### src/rtl/page_framebuffer_rect_fill_macros.svh
// Assertion macros for the page frame buffer block.
// No dependencies; included by files that carry concurrent checks.
`ifndef PAGE_FRAMEBUFFER_RECT_FILL_MACROS_SVH
`define PAGE_FRAMEBUFFER_RECT_FILL_MACROS_SVH
`ifndef SYNTH
// same-cycle implication
`define PFB_ASSERT_IMP(label, clk, rst_n, ante, cons) \
  label: assert property (@(posedge clk) disable iff (!rst_n) (ante) |-> (cons)) \
    else $error("pfb check failed");
// next-cycle implication
`define PFB_ASSERT_NXT(label, clk, rst_n, ante, cons) \
  label: assert property (@(posedge clk) disable iff (!rst_n) (ante) |=> (cons)) \
    else $error("pfb check failed");
`else
`define PFB_ASSERT_IMP(label, clk, rst_n, ante, cons)
`define PFB_ASSERT_NXT(label, clk, rst_n, ante, cons)
`endif
`endif

### src/rtl/pfb_ram.sv
// Generic simple dual-port RAM: one write port, one registered read port.
// No dependencies.
module pfb_ram #(
  parameter int WIDTH = 8,
  parameter int DEPTH = 512
) (
  input  logic                     clk_i,
  input  logic                     we_i,
  input  logic [$clog2(DEPTH)-1:0] waddr_i,
  input  logic [WIDTH-1:0]         wdata_i,
  input  logic                     re_i,
  input  logic [$clog2(DEPTH)-1:0] raddr_i,
  output logic [WIDTH-1:0]         rdata_o
);

  logic [WIDTH-1:0] mem_q [DEPTH];
  logic [WIDTH-1:0] rdata_q;

  always_ff @(posedge clk_i) begin
    if (we_i) begin
      mem_q[waddr_i] <= wdata_i;
    end
    if (re_i) begin
      rdata_q <= mem_q[raddr_i];
    end
  end

  assign rdata_o = rdata_q;

endmodule

### config.mk
export PLATFORM = sky130hd
export DESIGN_NAME = pfb_ram
export DESIGN_NICKNAME = d
export VERILOG_FILES = /design/src/rtl/page_framebuffer_rect_fill_macros.svh /design/src/rtl/pfb_ram.sv
export SDC_FILE = /design/constraint.sdc
export NUM_CORES = 2
export LEC_CHECK = 0
export BUFFER_PORTS_ARGS = -buffer_cell sky130_fd_sc_hd__buf_4
export CORE_MARGIN = 4
export CORE_UTILIZATION = 53
export DETAILED_ROUTE_END_ITERATION = 12
export PLACE_DENSITY = 0.77
export SYNTH_ARGS = -nofsm -noshare
export SYNTH_HDL_FRONTEND = slang
export SYNTH_SLANG_ARGS = --single-unit
### constraint.sdc
create_clock -name clk_i -period 3.1 [get_ports clk_i]
set_clock_uncertainty 0.05 [all_clocks]
set_input_delay 0.62 -clock clk_i [delete_from_list [all_inputs] [get_ports clk_i]]
set_output_delay 0.62 -clock clk_i [all_outputs]
set_load 0.03 [all_outputs]
==> results.json <==
{
  "outcome": "finished with violations",
  "violations": "negative setup slack",
  "yosys.area_share.simple": 0.0263,
  "crit_type": "input port to flop",
  "cp.depth": 11,
  "p_sw_frac": 0.214,
  "min_path_type": "input port to flop",
  "cp_cell_sequence": "buf_8 > buf_4 > buf_4 > mux4_2 > o22ai_1 > o21ai_0 > buf_4 > nand4_1 > nor4_2 > buf_4 > o2111a_1",
  "slew_headroom": 0.247,
  "crit_slowest_cell": "nand4_1",
  "antenna_found_initial": 15,
  "cts.path.max_buffers": 4,
  "final_nets": 9167,
  "powerDensity_mw_per_mm2": 619,
  "grt_max_degree": 146,
  "ir_drop_v": 0.000516,
  "clkPwrFrac": 0.415,
  "endpoint": "rdata_o[4]",
  "worst_pin_slew_ns": 1.12,
  "crit_start": "raddr_i[1]",
  "crit_family": "buffers and inverters",
  "route.detailed.drc": 0,
  "cts_tree": "done",
  "max_stage_delay_ns": 0.55,
  "cp_max_fo": 25,
  "drv_cap": 0,
  "ys_seq_area_frac": 0.770,
  "multi_input_area_mm2": 0.0340,
  "die_area_mm2": 0.311,
  "post-cts-setup-buffer-count": 0,
  "cpMostUsedCell": "buf_4",
  "vias_per_cell": 6.59,
  "yosysWarnings": 0,
  "met1_usage": 0.367,
  "crit_arrival_ns": 3.90,
  "synth_nets": 8059,
  "synth-edff-count": 4104,
  "seq_power_share": 0.530,
  "synthMuxAreaShare": 0.142,
  "ys_types": 50,
  "yosys.area_share.xor_xnor": 0,
  "r2r_start": "mem_q[275][4]",
  "synth_area_per_cell_um2": 19.9,
  "fp.dieW_um": 557,
  "cts_buffers": 400,
  "drt_first_iter_violations": 14100,
  "synth_seq_cells": 4104,
  "drive_above_1_share": 0.260,
  "rsz0062_at_grt": "no",
  "rr_worst_depth": 9,
  "yosys_most_used_dff": "edfxtp_1",
  "end_kind": "flop",
  "overflow": 0,
  "clock-root-buffer": "clkbuf_16",
  "start_util": 0.533,
  "syn_area_mm2": 0.160,
  "p_int_uw": 90700,
  "vias": 88600,
  "htreeDepth": 5,
  "drv_slew": 0,
  "fin_ws_ns": -0.0698,
  "cp.required_ns": 3.83,
  "grtUsageMet3": 0.0675,
  "synth-compound-area-share": 0.0431,
  "crit_buf_inv": 5,
  "grt_pass1_wl_um": 619000,
  "grt_util_met2": 0.423,
  "first_pass_iters": 8,
  "num_rows": 201,
  "register_area_mm2": 0.123,
  "syn_inst": 8030,
  "wl_per_cell_um": 31.8,
  "clkSlewWorstSetupHoldPaths_ns": 0.06,
  "placeableCoreArea_mm2": 0.300,
  "hold_violations": 0,
  "fillers": 19400,
  "design_area_mm2": 0.186,
  "dpl.hpwl_um": 263000,
  "synth_top_family_by_area": "multiplexers",
  "grt_pass1_vias": 89100,
  "drt_wl_total_um": 427000,
  "cts_sinks": 4104,
  "io_pins": 37,
  "gp_congestion": 0.942,
  "cp-start-kind": "input port",
  "timing.final.crit_share": 1.02,
  "dp_cells": 12700,
  "fmax_mhz": 315,
  "synth_fa_ha_area_frac": 0,
  "r2r_end": "rdata_o[4]",
  "place_area_mm2": 0.173,
  "p_leak_uw": 0.0613,
  "io_buffers": 36,
  "ant_nets": 0,
  "setup_tns_ns": -0.0809,
  "comb_power_share": 0.055,
  "grt.busiest_layer": "met2",
  "rrSetupSlack_ns": 0.17,
  "globalRouteTotalUtil": 0.272,
  "finalNonFillerCells": 13400,
  "die_y_um": 557,
  "period_minus_slack_ns": 3.17,
  "setup_viol": 2,
  "p_switching_uw": 24700,
  "clk_latency_ns": 0.94,
  "async_flop_share": 0,
  "syn2layout_area_growth_pct": 16.4
}
==> how the worst min path moves through the flow <==
stage                     from            end  slack (ns)  cells after the start
floorplan           wdata_i[0]    mem_q[0][0]        0.67                      0
global placement          re_i     rdata_o[0]        0.96                      1
detailed placement        re_i     rdata_o[5]        0.95                      1
CTS                 wdata_i[6]  mem_q[222][6]      0.0002                      1
global route        wdata_i[6]  mem_q[222][6]        0.04                      1
finish              wdata_i[6]  mem_q[488][6]        0.08                      1
==> synth_stat cells (70+ instances only) <==
cell type / instances / area share
edfxtp_1: 4104 / 0.77
mux2i_1: 797 / 0.050
mux4_2: 654 / 0.092
nor2_1: 597 / 0.014
o221ai_1: 371 / 0.020
clkbuf_1: 265 / 0.0062
a21oi_1: 194 / 0.0061
o22ai_1: 163 / 0.0064
o21ai_0: 118 / 0.0037
nand2_1: 111 / 0.0026
nor3_1: 109 / 0.0034
buf_4: 70 / 0.0033
==> flip-flops by register name (all words and copies together), names as in the netlist <==
name     count
rdata_o      8
mem_q     4096
==> metal layers <==
metal  vias to the layer above  part of all wire
met5                         -          0.000096
met4                         6             0.052
met3                      1211              0.13
met2                      6743              0.47
met1                     45000              0.35
li1                      35700                 -
==> area by class of cell <==
class                           instances  area share
Antenna cell                           16    0.000215
Clock buffer                          470      0.0556
Clock inverter                        254      0.0131
Inverter                                3    0.000101
Multi-Input combinational cell       3410       0.183
Sequential cell                      4104       0.661
Tap cell                             3958      0.0266
Timing Repair Buffer                 1219      0.0603
==> cells by family (layout without fill, tap and decap cells) <==
group / after synthesis / in the layout
AO/OA/AOI/OAI: 979 / 979
buffers and inverters: 516 / 1946
flip-flops: 4104 / 4104
multiplexers: 1451 / 1451
other: 0 / 16
AND/OR/NAND/NOR: 980 / 980
==> power groups by stage <==
stage	sequential, uW	combinational, uW	clock, uW
after floorplan	62400	2910	0
after global placement	62300	5970	0
after detailed placement	62300	6130	0
after CTS	61200	6210	48100
after global routing	61100	6530	50800
final	61200	6330	47800
==> per-stage QoR <==
step	utilization	hold slack, ns	power (uW)	worst slack, ns
floorplan	-	0.669	65300	0.319
detailed placement	0.577	0.951	68500	-0.995
global placement	0.577	0.961	68300	-1.21
global route	0.620	0.0361	118000	0.0120
finish	0.621	0.0783	115000	-0.0698
CTS	0.620	0.000185	116000	0.0281
==> worst reg2reg max path, cell delays in order (launching register included) <==
cell and delay, ns:
edfxtp_1 0.33, mux2i_1 0.13, o221ai_1 0.34, a21oi_1 0.16, nor4_1 0.32, buf_4 0.17
nand4_1 0.52, nor4_2 0.43, buf_4 0.16, o2111a_1 0.19
==> what timing repair did <==
action / CTS / global route
hold buffers: 2 / 0
pin swaps: 0 / 2
endpoints found under the hold margin: 32 / 0
setup endpoints to repair: 2 / 5
gates resized for setup: 2 / 12
==> placed cells by master, fill, tap and decap left out, types with 7 or more instances in the layout <==
master	count
o221ai_1	370
clkinv_1	105
bufinv_16	40
nand2_4	12
mux2i_1	797
buf_12	158
clkbuf_16	404
o21ai_0	114
a22oi_1	61
o31ai_1	13
edfxtp_1	4104
clkinv_2	70
nor3_1	108
buf_8	10
nor3b_1	7
buf_4	1045
mux4_2	654
o22ai_1	163
nand2_1	97
clkinvlp_4	17
nand3_1	32
diode_2	16
a211oi_1	17
nor4_1	29
and2_1	20
clkbuf_1	66
nor2_1	597
o2111a_1	8
nand4_1	32
a21oi_1	194
o41ai_1	7
Power figures use the tool's default switching activity.
