File: config.mk
export PLATFORM = sky130hd
export DESIGN_NAME = pfb_walker
export DESIGN_NICKNAME = d
export VERILOG_FILES = /design/src/rtl/page_framebuffer_rect_fill_macros.svh /design/src/rtl/pfb_pkg.sv /design/src/rtl/pfb_walker.sv
export SDC_FILE = /design/constraint.sdc
export NUM_CORES = 1
export LEC_CHECK = 0
export CAP_MARGIN = 20
export CORE_ASPECT_RATIO = 1.1
export CORE_MARGIN = 4
export CORE_UTILIZATION = 45
export CTS_BUF_LIST = sky130_fd_sc_hd__clkbuf_8 sky130_fd_sc_hd__clkbuf_16
export CTS_CLUSTER_DIAMETER = 30
export DETAILED_ROUTE_END_ITERATION = 12
export DONT_BUFFER_PORTS = 1
export GPL_TIMING_DRIVEN = 0
export MAX_ROUTING_LAYER = met4
export PLACE_DENSITY = 0.64
export SLEW_MARGIN = 20
export SYNTH_ARGS = -nofsm -noshare
export SYNTH_HDL_FRONTEND = slang
export SYNTH_SLANG_ARGS = --single-unit
File: constraint.sdc
create_clock -name clk_i -period 4.25 [get_ports clk_i]
set_clock_uncertainty 0.05 [all_clocks]
set_input_delay 0.85 -clock clk_i [delete_from_list [all_inputs] [get_ports clk_i]]
set_output_delay 0.85 -clock clk_i [all_outputs]
set_load 0.005 [all_outputs]
File: src/rtl/page_framebuffer_rect_fill_macros.svh
// Assertion macros for the page frame buffer block.
// No dependencies; included by files that carry concurrent checks.
`ifndef PAGE_FRAMEBUFFER_RECT_FILL_MACROS_SVH
`define PAGE_FRAMEBUFFER_RECT_FILL_MACROS_SVH
`ifndef SYNTH
// same-cycle implication
`define PFB_ASSERT_IMP(label, clk, rst_n, ante, cons) \
  label: assert property (@(posedge clk) disable iff (!rst_n) (ante) |-> (cons)) \
    else $error("pfb check failed");
// next-cycle implication
`define PFB_ASSERT_NXT(label, clk, rst_n, ante, cons) \
  label: assert property (@(posedge clk) disable iff (!rst_n) (ante) |=> (cons)) \
    else $error("pfb check failed");
`else
`define PFB_ASSERT_IMP(label, clk, rst_n, ante, cons)
`define PFB_ASSERT_NXT(label, clk, rst_n, ante, cons)
`endif
`endif

File: src/rtl/pfb_pkg.sv
// Shared types, constants and the page mask function of the frame buffer.
// No dependencies.
package pfb_pkg;

  localparam int COORD_W   = 8;
  localparam int IDX_W     = 9;
  localparam int DATA_W    = 8;
  localparam int PAGE_BITS = 3;
  localparam int PAGE_W    = COORD_W - PAGE_BITS;
  localparam logic [DATA_W-1:0] BYTE_ZERO = 8'h00;

  typedef enum logic [1:0] {
    ACT_FILL  = 2'd0,
    ACT_CLEAR = 2'd1,
    ACT_READ  = 2'd2,
    ACT_NONE  = 2'd3
  } action_e;

  typedef enum logic [2:0] {
    ST_IDLE,
    ST_CLEAR,
    ST_FILL,
    ST_DRAIN,
    ST_READ,
    ST_RESULT
  } state_e;

  typedef struct packed {
    logic start_fill;
    logic start_lin;
    logic step;
  } walk_ctrl_t;

  typedef struct packed {
    logic empty;   // clipped region holds no pixel
    logic clip;    // rectangle reaches off the panel
    logic last;    // current byte is the final one of the walk
  } walk_stat_t;

  // Bits lo..hi of one page byte set.
  function automatic logic [DATA_W-1:0] page_mask(input logic [PAGE_BITS-1:0] lo,
                                                  input logic [PAGE_BITS-1:0] hi);
    logic [DATA_W-1:0] m;
    m = (8'hFF << lo) & (8'hFF >> (3'd7 - hi));
    return m;
  endfunction

endpackage

File: src/rtl/pfb_walker.sv
// Address and mask sequencer: walks the bytes of a clipped rectangle page by
// page, or every byte of the store in order. Depends on pfb_pkg.
module pfb_walker #(
  parameter int COLUMNS      = 128,
  parameter int BUFFER_BYTES = 512
) (
  input  logic                                clk_i,
  input  logic                                rst_ni,
  input  pfb_pkg::walk_ctrl_t                 ctrl_i,
  input  logic [pfb_pkg::COORD_W-1:0]         x_start_i,
  input  logic [pfb_pkg::COORD_W-1:0]         x_end_i,
  input  logic [pfb_pkg::COORD_W-1:0]         y_start_i,
  input  logic [pfb_pkg::COORD_W-1:0]         y_end_i,
  output logic [$clog2(BUFFER_BYTES)-1:0]     addr_o,
  output logic [pfb_pkg::DATA_W-1:0]          mask_o,
  output pfb_pkg::walk_stat_t                 stat_o
);
  import pfb_pkg::*;

  localparam int AW         = $clog2(BUFFER_BYTES);
  localparam int BW         = AW + 1;
  localparam int XW         = COORD_W + 1;
  localparam int YW         = 12;
  localparam int PANEL_ROWS = (BUFFER_BYTES / COLUMNS) * 8;
  localparam logic [XW-1:0] COL_LIM  = XW'(COLUMNS);
  localparam logic [YW-1:0] ROW_LIM  = YW'(PANEL_ROWS);
  localparam logic [AW-1:0] LIN_LAST = AW'(BUFFER_BYTES - 1);
  localparam logic [BW-1:0] BASE_INC = BW'(COLUMNS);

  logic [XW-1:0]        x0_w, x1_w, xe;
  logic [YW-1:0]        y0_w, y1_w, ye, ye_m1;
  logic                 raw_empty;

  logic                 lin_mode_q, lin_mode_d;
  logic [AW-1:0]        lin_q, lin_d;
  logic [COORD_W-1:0]   col_q, col_d, col_first_q, col_first_d, col_last_q, col_last_d;
  logic [PAGE_W-1:0]    page_q, page_d, page_first_q, page_first_d, page_last_q, page_last_d;
  logic [PAGE_BITS-1:0] lo_q, lo_d, hi_q, hi_d;
  logic [BW-1:0]        base_q, base_d;
  logic                 col_end;

  // Clip the rectangle to the panel.
  always_comb begin
    x0_w      = {1'b0, x_start_i};
    x1_w      = {1'b0, x_end_i};
    y0_w      = {4'b0, y_start_i};
    y1_w      = {4'b0, y_end_i};
    xe        = (x1_w > COL_LIM) ? COL_LIM : x1_w;
    ye        = (y1_w > ROW_LIM) ? ROW_LIM : y1_w;
    ye_m1     = ye - 12'd1;
    raw_empty = (x_start_i >= x_end_i) || (y_start_i >= y_end_i);
  end

  assign col_end = (col_q == col_last_q);

  always_comb begin
    lin_mode_d   = lin_mode_q;
    lin_d        = lin_q;
    col_d        = col_q;
    col_first_d  = col_first_q;
    col_last_d   = col_last_q;
    page_d       = page_q;
    page_first_d = page_first_q;
    page_last_d  = page_last_q;
    lo_d         = lo_q;
    hi_d         = hi_q;
    base_d       = base_q;
    if (ctrl_i.start_lin) begin
      lin_mode_d = 1'b1;
      lin_d      = '0;
    end else if (ctrl_i.start_fill) begin
      lin_mode_d   = 1'b0;
      col_d        = x_start_i;
      col_first_d  = x_start_i;
      col_last_d   = COORD_W'(xe - 9'd1);
      page_d       = y_start_i[COORD_W-1:PAGE_BITS];
      page_first_d = y_start_i[COORD_W-1:PAGE_BITS];
      page_last_d  = ye_m1[COORD_W-1:PAGE_BITS];
      lo_d         = y_start_i[PAGE_BITS-1:0];
      hi_d         = ye_m1[PAGE_BITS-1:0];
      base_d       = BW'(int'(y_start_i[COORD_W-1:PAGE_BITS]) * COLUMNS);
    end else if (ctrl_i.step) begin
      if (lin_mode_q) begin
        lin_d = lin_q + AW'(1);
      end else if (col_end) begin
        col_d  = col_first_q;
        page_d = page_q + PAGE_W'(1);
        base_d = base_q + BASE_INC;
      end else begin
        col_d = col_q + COORD_W'(1);
      end
    end
  end

  always_ff @(posedge clk_i or negedge rst_ni) begin
    if (!rst_ni) begin
      lin_mode_q <= 1'b1;
      lin_q      <= '0;
    end else begin
      lin_mode_q <= lin_mode_d;
      lin_q      <= lin_d;
    end
  end

  always_ff @(posedge clk_i) begin
    col_q        <= col_d;
    col_first_q  <= col_first_d;
    col_last_q   <= col_last_d;
    page_q       <= page_d;
    page_first_q <= page_first_d;
    page_last_q  <= page_last_d;
    lo_q         <= lo_d;
    hi_q         <= hi_d;
    base_q       <= base_d;
  end

  always_comb begin
    addr_o = lin_mode_q ? lin_q : AW'(base_q + BW'(col_q));
    mask_o = page_mask((page_q == page_first_q) ? lo_q : 3'd0,
                       (page_q == page_last_q)  ? hi_q : 3'd7);
    stat_o.empty = (x0_w >= xe) || (y0_w >= ye);
    stat_o.clip  = !raw_empty && ((x1_w > COL_LIM) || (y1_w > ROW_LIM));
    stat_o.last  = lin_mode_q ? (lin_q == LIN_LAST)
                              : (col_end && (page_q == page_last_q));
  end

endmodule

==> results of run 1 <==
==> kinds of logic (layout without fill, tap and decap cells) <==
kind of cell / count (synthesis) / after routing / share of synthesized area, %
AO/OA/AOI/OAI: 65 / 65 / 10.31
XOR/XNOR: 39 / 39 / 9.079
adder cells (fa/ha/maj): 38 / 38 / 12.64
buffers and inverters: 33 / 49 / 3.891
flip-flops: 57 / 57 / 44.20
multiplexers: 17 / 17 / 4.789
other: 1 / 2 / 0.09967
AND/OR/NAND/NOR: 111 / 111 / 15.00
==> sequential cells by signal, summed over array words and instances (netlist names) <==
signal and flops:
base_q 2, col_first_q 8, col_last_q 8, col_q 8, hi_q 3, lin_mode_q 1
lin_q 9, lo_q 3, page_first_q 5, page_last_q 5, page_q 5
==> worst paths after layout <==
kind,to,slack (ns),cells past startpoint
max,stat_o[1],0.72,8
min,lin_q[7]$_DFFE_PN0P_,0.16,0
max reg2reg,page_q[0]$_DFFE_PP_,2.24,4
min reg2reg,lin_q[8]$_DFFE_PN0P_,0.51,2
max in group asynchronous,lin_mode_q$_DFFE_PN1P_,3.82,0
min in group clk_i,lin_q[8]$_DFFE_PN0P_,0.51,2
==> metal layers <==
metal / up-vias / track usage (%) / wire, um
met1: 1280 / 22.41 / 3530
met4: 0 / 6.495 / 71
met3: 4 / 3.690 / 405
met5: - / - / 0
met2: 59 / 27.21 / 3766
li1: 1334 / - / -
==> power by group through the flow <==
stage | registers [uW] | logic, uW | clock network (uW)
3_5_place_dp | 679 | 176 | 0
2_1_floorplan | 672 | 139 | 0
5_1_grt | 671 | 202 | 559
6_report | 667 | 174 | 519
3_3_place_gp | 679 | 166 | 0
4_1_cts | 668 | 177 | 535
==> synthesized netlist by cell type (3+ instances only) <==
library cell / instances
edfxtp_1: 47
ha_1: 38
nand2_1: 35
xnor2_1: 26
inv_1: 24
a21oi_1: 19
nor2_1: 18
o21ai_0: 16
nand3_1: 13
xor2_1: 13
a21o_1: 11
nor3_1: 11
nand4_1: 10
dfrtp_1: 9
mux2i_1: 9
mux2_2: 8
and3_1: 7
o21ai_1: 7
clkbuf_1: 6
nand2b_1: 5
buf_6: 3
o41ai_1: 3
==> final cells by class <==
class                           count  area [sq um]
Tap cell                          108         135.1
Clock inverter                      6         75.07
Clock buffer                        9         123.9
Timing Repair Buffer                1         20.02
Buffer                              9         56.30
Sequential cell                    57          1663
Fill cell                         735          3913
Inverter                           24         90.09
Multi-Input combinational cell    272          1964
==> metrics by stage <==
| step | instances | power, uW | area (sq um) | utilization, % |
|---|---|---|---|---|
| 2_1_floorplan | 362 | 811.4 | 3766 | - |
| 3_3_place_gp | 470 | 845.3 | 3901 | 48.52 |
| 3_5_place_dp | 471 | 854.9 | 3929 | 48.86 |
| 4_1_cts | 486 | 1379 | 4128 | 51.34 |
| 5_1_grt | 486 | 1431 | 4128 | 51.34 |
| 6_report | 486 | 1360 | 4128 | 51.34 |
==> out/metrics.yaml, run 1 <==
outcome:
  status: "finished, final reports clean"
timing:
  fin_crit_ns: 3.529
  fmax_mhz: 283.4
  setup_ws_ns: 0.7208
  tns_ns: 0
  fin_worst_hold_slack_ns: 0.1607
  finalHoldViolCount: 0
  drv_slew: 0
  setup-violations-final: 0
  timing.final.crit_share_pct: 83.04
  grt_setup_unrepaired: "false"
  maxSlewHeadroom_pct: 50.30
  tightest_slew_ns: 0.7427
final_layout:
  syn_to_final_growth_pct: 9.711
  final_common_cell: "edfxtp_1"
  drive_above_1_share_pct: 8.201
  final_cell_mix: "edfxtp_1, ha_1, nand2_1"
  antenna_cells: 0
  fin_nets: 449
die:
  ios: 57
  start_util_pct: 46.79
  die_x_um: 95.18
  die-area_sq_um: 9889
  die_h_um: 103.9
  design.core.area_sq_um: 8040
  rows: 34
synthesis:
  yosysUniqueCellTypes: 41
  synth_area_leaders: "edfxtp_1, ha_1, xnor2_1, dfrtp_1, nand2_1"
  synthFlopType: "edfxtp_1"
  synth_top_area_share_pct: 37.51
  ys_seq_area_share_pct: 44.20
  synth_edf_count: 47
  avgSynthCellArea_sq_um: 10.42
  ys.warnings.count: 0
  ys_ff_latch: 57
  synthCells: 361
  post-synth-top-area-cell: "edfxtp_1"
  synthArstFlopShare_pct: 17.54
  syn_area_sq_um: 3762
setup_path:
  cp_slowest_cell: "a2111oi_0"
  cp_top_family: "compound AO/OA/AOI/OAI gates"
  worstPathRequired_ns: 3.35
  start_kind: "primary input"
  crit_fanout: 10
  max_stage_delay_ns: 0.42
  cp-end-kind: "output pin"
  crit_path_start: "x_end_i[7]"
  worstPathCellList: "inv_1 > clkbuf_1 > ha_1 > inv_1 > o21ai_0 > a2111oi_0 > o41ai_1 > nor3_1"
  cpMostUsedCell: "inv_1"
  regToRegStartpoint: "col_q[4]$_DFFE_PP_"
  critPathBufInv: 3
  crit_type: "in2out"
  arrival_ns: 2.63
clocking:
  clock_path_buffers: 2
  postCtsHoldBufs: 0
  htreeDepth: 3
  cts_setup_buffers: 0
  clk_pin_slew_worst_paths_ns: 0.06
  clock_sinks: 57
  cts_tree: "yes"
  clkLatencyLatePin_ns: 0.33
  cts_root_buf: "clkbuf_8"
  cts_buffers: 9
  post_cts_resized: 0
pwr:
  p_sw_share_pct: 23.35
  p_leak_uw: 0.001648
  internal-power_uw: 1043
  ir_worst_vdd_uv: 110.4
  power_frac_seq_pct: 49.1
  clkPwrFrac_pct: 38.2
  comb_power_share_pct: 12.8
  p_per_area_nw_per_um2: 329.5
  switchingPower_uw: 317.6
placement:
  io_buffers: 0
  gp_congestion: 0.8030
  dp_hpwl_um: 6181
  post-place-ws_ns: 0.6693
global_routing:
  overflow: 0
  antenna_found_initial: 0
  grt_pass1_vias: 2708
  grt_pass1_wl_um: 13100
  grt_max_degree: 30
  grt_usage_pct: 17.53
min_path:
  hp-class: "in2async"
routing:
  via_count: 2677
  drtIter0Drc: 135
  dr.pass1.iters: 4
  vias_per_cell: 5.508
  drc: 0
  drt-total-wl_um: 7774
  wl_per_cell_um: 16.00
  drtAntennaViolNets: 0
job:
  maxCapViolCount: 0
(Power assumes the default switching activity.)
==> run 2: changes to the inputs <==
--- a/config.mk
+++ b/config.mk
@@ -15,7 +15,7 @@
 export DONT_BUFFER_PORTS = 1
 export GPL_TIMING_DRIVEN = 0
 export MAX_ROUTING_LAYER = met4
-export PLACE_DENSITY = 0.64
+export PLACE_DENSITY = 0.66
 export SLEW_MARGIN = 20
 export SYNTH_ARGS = -nofsm -noshare
 export SYNTH_HDL_FRONTEND = slang
==> constraint.sdc (replaced) <==
create_clock -name clk_i -period 3 [get_ports clk_i]
set_clock_uncertainty 0.05 [all_clocks]
set_input_delay 0.6 -clock clk_i [delete_from_list [all_inputs] [get_ports clk_i]]
set_output_delay 0.6 -clock clk_i [all_outputs]
set_load 0.005 [all_outputs]
==> run 2 against run 1 <==
Net effect:
- sequential cell count stayed put
- total power is 46% higher
- via count is 0.97% higher
- critical path depth stayed put
- final cell count is 0.21% higher
- die area stayed put
- sequential share of layout area is 0.45 points lower
- count of clock-buffer cells in the layout is 1 higher
==> out/metrics.yaml, run 2 (synthesis results as in run 1) <==
outcome:
  status: "finished, final reports clean"
die:
  design.core.area_sq_um: 8040
  die_h_um: 103.9
  die_x_um: 95.18
  ios: 57
  die-area_sq_um: 9889
  start_util_pct: 46.79
  rows: 34
routing:
  drt-total-wl_um: 7848
  dr.pass1.iters: 4
  met3WireLength_um: 460
  dr_wl_met2_um: 3779
  drc: 0
  routed.top_layer: "met4"
  vias_per_cell: 5.550
  via_count: 2703
  wl_per_cell_um: 16.11
  drt-met1-wl_um: 3447
  drtIter0Drc: 142
  drtAntennaViolNets: 0
clocking:
  clock_path_buffers: 2
  clkLatencyLatePin_ns: 0.33
  htreeDepth: 3
  cts_buffers: 9
  clk_pin_slew_worst_paths_ns: 0.06
  clock_sinks: 57
  cts_tree: "yes"
  cts_root_buf: "clkbuf_8"
  cts_setup_buffers: 0
final_layout:
  drive_above_1_share_pct: 9.499
  largest_reg_flops: 9
  fin_nets: 449
  fin_area_sq_um: 4174
  multiInputGateArea_sq_um: 1971
  n_fill_cell: 735
  final_common_cell: "edfxtp_1"
  regArea_sq_um: 1663
  fin_util_pct: 51.91
  syn_to_final_growth_pct: 10.94
  final_cell_mix: "edfxtp_1, ha_1, nand2_1"
  antenna_cells: 0
  max_flop_register: "lin_q"
pwr:
  p_per_area_nw_per_um2: 475.9
  p_leak_uw: 0.001658
  ir_worst_vdd_uv: 165.7
global_routing:
  grt_pass1_vias: 2689
  grt_usage_pct: 17.09
  antenna_found_initial: 0
  grt_pass1_wl_um: 12860
  overflow: 0
  grt_max_degree: 22
timing:
  fmax_mhz: 349.2
  timing.final.crit_share_pct: 95.45
  grt_setup_unrepaired: "false"
  setup-violations-final: 0
  fin_crit_ns: 2.863
  finalHoldViolCount: 0
  drv_slew: 0
  maxSlewHeadroom_pct: 52.89
  tightest_slew_ns: 0.7040
job:
  maxCapViolCount: 0
placement:
  io_buffers: 0
  dp_hpwl_um: 6173
  gp_congestion: 0.8193
  dpl_cell_area_sq_um: 3936
setup_path:
  crit_fanout: 10
  cp-end-kind: "output pin"
  arrival_ns: 2.21
  worstPathRequired_ns: 2.35
  start_kind: "primary input"
  crit_type: "in2out"
min_path:
  hp-class: "in2async"
## run 2: through the flow
step / hold slack [ns] / setup slack [ns] / cells / TNS [ns] / total power (uW)
4_1_cts: 0.04085 / 0.07802 / 487 / 0 / 2009
5_1_grt: 0.03245 / 0.001854 / 487 / 0 / 2077
3_3_place_gp: 0.2547 / -0.2343 / 470 / -7.505 / 1196
2_1_floorplan: 0.2544 / 0.2434 / 362 / 0 / 1149
6_report: 0.05977 / 0.1365 / 487 / 0 / 1987
3_5_place_dp: 0.2547 / -0.07703 / 471 / -0.1460 / 1211
## run 2: routing by layer
layer	up-vias	GRT usage, %
li1	1332	-
met1	1298	21.35
met2	63	26.91
met3	10	3.329
met4	0	7.010
met5	-	-
## run 2: path summary, 6_finish.rpt
path	startpoint	endpoint	slack [ns]	cells past startpoint
max	y_end_i[7]	stat_o[2]	0.14	8
min in group clk_i	y_start_i[1]	lo_q[1]$_DFFE_PP_	0.31	0
min	rst_ni	lin_mode_q$_DFFE_PN1P_	0.06	0
max reg2reg	col_q[4]$_DFFE_PP_	page_q[1]$_DFFE_PP_	0.95	4
min reg2reg	lin_q[7]$_DFFE_PN0P_	lin_q[7]$_DFFE_PN0P_	0.53	2
max in group asynchronous	rst_ni	lin_q[1]$_DFFE_PN0P_	1.98	1
## run 2: where the power goes
group / internal (uW) / leakage [uW] / switching (uW)
Clock: 485 / 0.000110 / 304
Sequential: 911 / 0.000580 / 35.2
Combinational: 117 / 0.000968 / 134
## run 2: cell type report
| class | instances | area share [%] |
|---|---|---|
| Buffer | 8 | 1.259 |
| Tap cell | 108 | 3.237 |
| Sequential cell | 57 | 39.84 |
| Clock inverter | 6 | 2.008 |
| Multi-Input combinational cell | 272 | 47.21 |
| Timing Repair Buffer | 2 | 0.8993 |
| Inverter | 24 | 2.248 |
| Clock buffer | 10 | 3.297 |
## run 2: worst max-delay path, stage by stage
cell and delay [ns]:
nor3_4 0.34, and2_1 0.21, ha_1 0.22, nand2b_1 0.14, a21o_1 0.18, a21o_1 0.17, a21oi_1 0.18, o221ai_1 0.17
## run 2: repair_timing
action / 4_1_cts / 5_1_grt
pin swaps: 0 / 0
endpoints found under the setup margin: 2 / 1
hold buffers: 1 / 0
endpoints found under the hold margin: 9 / 0
gates resized for setup: 1 / 1
==> run 3: changes to the inputs <==
--- a/config.mk
+++ b/config.mk
@@ -8,14 +8,15 @@
 export CAP_MARGIN = 20
 export CORE_ASPECT_RATIO = 1.1
 export CORE_MARGIN = 4
-export CORE_UTILIZATION = 45
+export CORE_UTILIZATION = 40
 export CTS_BUF_LIST = sky130_fd_sc_hd__clkbuf_8 sky130_fd_sc_hd__clkbuf_16
 export CTS_CLUSTER_DIAMETER = 30
 export DETAILED_ROUTE_END_ITERATION = 12
 export DONT_BUFFER_PORTS = 1
 export GPL_TIMING_DRIVEN = 0
 export MAX_ROUTING_LAYER = met4
-export PLACE_DENSITY = 0.66
+export PLACE_DENSITY = 0.6
+export RECOVER_POWER = 50
 export SLEW_MARGIN = 20
 export SYNTH_ARGS = -nofsm -noshare
 export SYNTH_HDL_FRONTEND = slang
==> run 3 against run 2 <==
Net effect:
- setup slack worse by 0.094 ns
- design area is 1.9% lower
- critical path depth down 1
- global-route usage decreased by 1.4 points
- combinational power down 2%
- total power down 7.4%
- clock power is 18% lower
- final cell count is 1.8% higher
- register-to-register slack worse by 0.04 ns
- worst hold slack improved by 0.0042 ns
- non-clock buffer count grew 3
- largest cell class unchanged
==> out/metrics.yaml, run 3 (synthesis results as in run 1) <==
outcome:
  status: "finished, final reports clean"
placement:
  gp_congestion: 0.8254
  post-place-ws_ns: -0.09289
  io_buffers: 0
  dpl_cell_area_sq_um: 3944
  dp.cells: 477
  dp_hpwl_um: 6321
global_routing:
  grt_max_degree: 23
  globalRouteMet1Util_pct: 20.14
  antenna_found_initial: 0
  grt.busiest_layer: "met2"
  grt_usage_pct: 15.72
  met2_usage_pct: 24.57
  grt_util_met3_pct: 2.982
  overflow: 0
  grt_pass1_wl_um: 13080
  grt_pass1_vias: 2652
final_layout:
  instances_no_fill: 496
  fin_nets: 452
  syn_to_final_growth_pct: 8.813
  regArea_sq_um: 1663
  n_fill_cell: 877
  multiInputGateArea_sq_um: 1948
  drive_above_1_share_pct: 7.592
  antenna_cells: 0
  final_cell_mix: "edfxtp_1, ha_1, nand2_1"
  largest_reg_flops: 9
  fin_area_sq_um: 4094
  max_flop_register: "lin_q"
  final_common_cell: "edfxtp_1"
routing:
  vias_per_cell: 5.363
  dr.pass1.iters: 5
  via_count: 2660
  drt-total-wl_um: 8003
  drtIter0Drc: 142
  drtAntennaViolNets: 0
  wl_per_cell_um: 16.14
  drc: 0
timing:
  tightest_slew_ns: 0.8412
  maxSlewHeadroom_pct: 43.71
  drv_slew: 0
  fin_crit_ns: 2.958
  finalHoldViolCount: 0
  setup-violations-final: 0
  fmax_mhz: 338.1
  timing.final.crit_share_pct: 98.59
  grt_setup_unrepaired: "false"
  setup_ws_ns: 0.04224
setup_path:
  crit_path_start: "x_end_i[7]"
  r2r_end: "page_q[1]$_DFFE_PP_"
  cp-end-kind: "output pin"
  worstPathRequired_ns: 2.35
  crit_fanout: 12
  ff2ff_path_depth: 4
  path_depth: 7
  regToRegStartpoint: "col_q[5]$_DFFE_PP_"
  cp_slowest_cell: "a2111oi_0"
  cp_top_family: "compound AO/OA/AOI/OAI gates"
  worstPathCellList: "inv_1 > ha_1 > nand4_1 > o21ai_0 > a2111oi_0 > o41ai_1 > nor3_1"
  crit_type: "in2out"
  arrival_ns: 2.31
  start_kind: "primary input"
  critPathBufInv: 1
  max_stage_delay_ns: 0.48
  cp-endpoint: "stat_o[1]"
  ff2ff_setup_slack_ns: 0.91
clocking:
  clock_path_buffers: 2
  htreeDepth: 3
  clock_sinks: 57
  cts_buffers: 9
  cts_tree: "yes"
  cts_root_buf: "clkbuf_8"
  clk_pin_slew_worst_paths_ns: 0.06
  clkLatencyLatePin_ns: 0.33
die:
  start_util_pct: 41.76
  die_x_um: 100.5
  design.core.area_sq_um: 9009
  die-area_sq_um: 11020
  ios: 57
  rows: 36
  die_h_um: 109.7
pwr:
  ir_worst_vdd_uv: 162.8
  p_per_area_nw_per_um2: 449.1
  p_leak_uw: 0.001635
min_path:
  hp-class: "in2async"
job:
  maxCapViolCount: 0
## run 3: changes by cell type in the layout (fill, tap and decap cells not counted), sizes merged
cell / delta
clkinv: +2
clkinvlp: -3
inv: +3
buf: -1
bufinv: -1
clkbuf: +3
## run 3: worst min path at each step
stage,start,to,slack (ns),depth (start not counted)
finish,rst_ni,lin_mode_q$_DFFE_PN1P_,0.06,0
global route,rst_ni,lin_mode_q$_DFFE_PN1P_,0.04,0
CTS,rst_ni,lin_mode_q$_DFFE_PN1P_,0.05,0
detailed placement,rst_ni,lin_q[5]$_DFFE_PN0P_,0.25,0
global placement,rst_ni,lin_q[5]$_DFFE_PN0P_,0.25,0
floorplan,rst_ni,lin_q[0]$_DFFE_PN0P_,0.25,0
## run 3: repair_timing
item / in CTS / in global routing
hold endpoints to repair: 9 / 0
setup endpoints to repair: 2 / 1
pin swaps: 0 / 1
hold buffers: 1 / 0
buffers inserted: 0 / 3
resized for setup: 1 / 0
## run 3: power breakdown
group	switching, uW	leakage, uW	internal, uW
Sequential	33.3	0.000579	912
Clock	280	0.000104	368
Combinational	134	0.000952	111
Total	447	0.00164	1390
## run 3: final cells by class
class	instances	share of cell area, %
buffer	8	0.9169
timing repair buffer	5	0.8252
clock inverter	7	1.345
clock buffer	9	3.026
sequential	57	40.62
tap	114	3.484
inverter	24	2.200
multi-input combinational	272	47.59
## run 3: per-layer routing
metal	vias to the layer above	wire length (um)
met4	0	114
li1	1342	-
met5	-	0
met2	49	3740
met1	1259	3808
met3	10	340
## run 3: per-stage QoR
stage	utilization, %	TNS (ns)	total power, uW	hold slack, ns
global placement	43.39	-11.51	1199	0.2547
detailed placement	43.78	-0.1751	1212	0.2547
floorplan	-	0	1149	0.2544
finish	45.44	0	1839	0.06398
CTS	45.90	0	1864	0.04668
global route	45.44	0	1933	0.04016
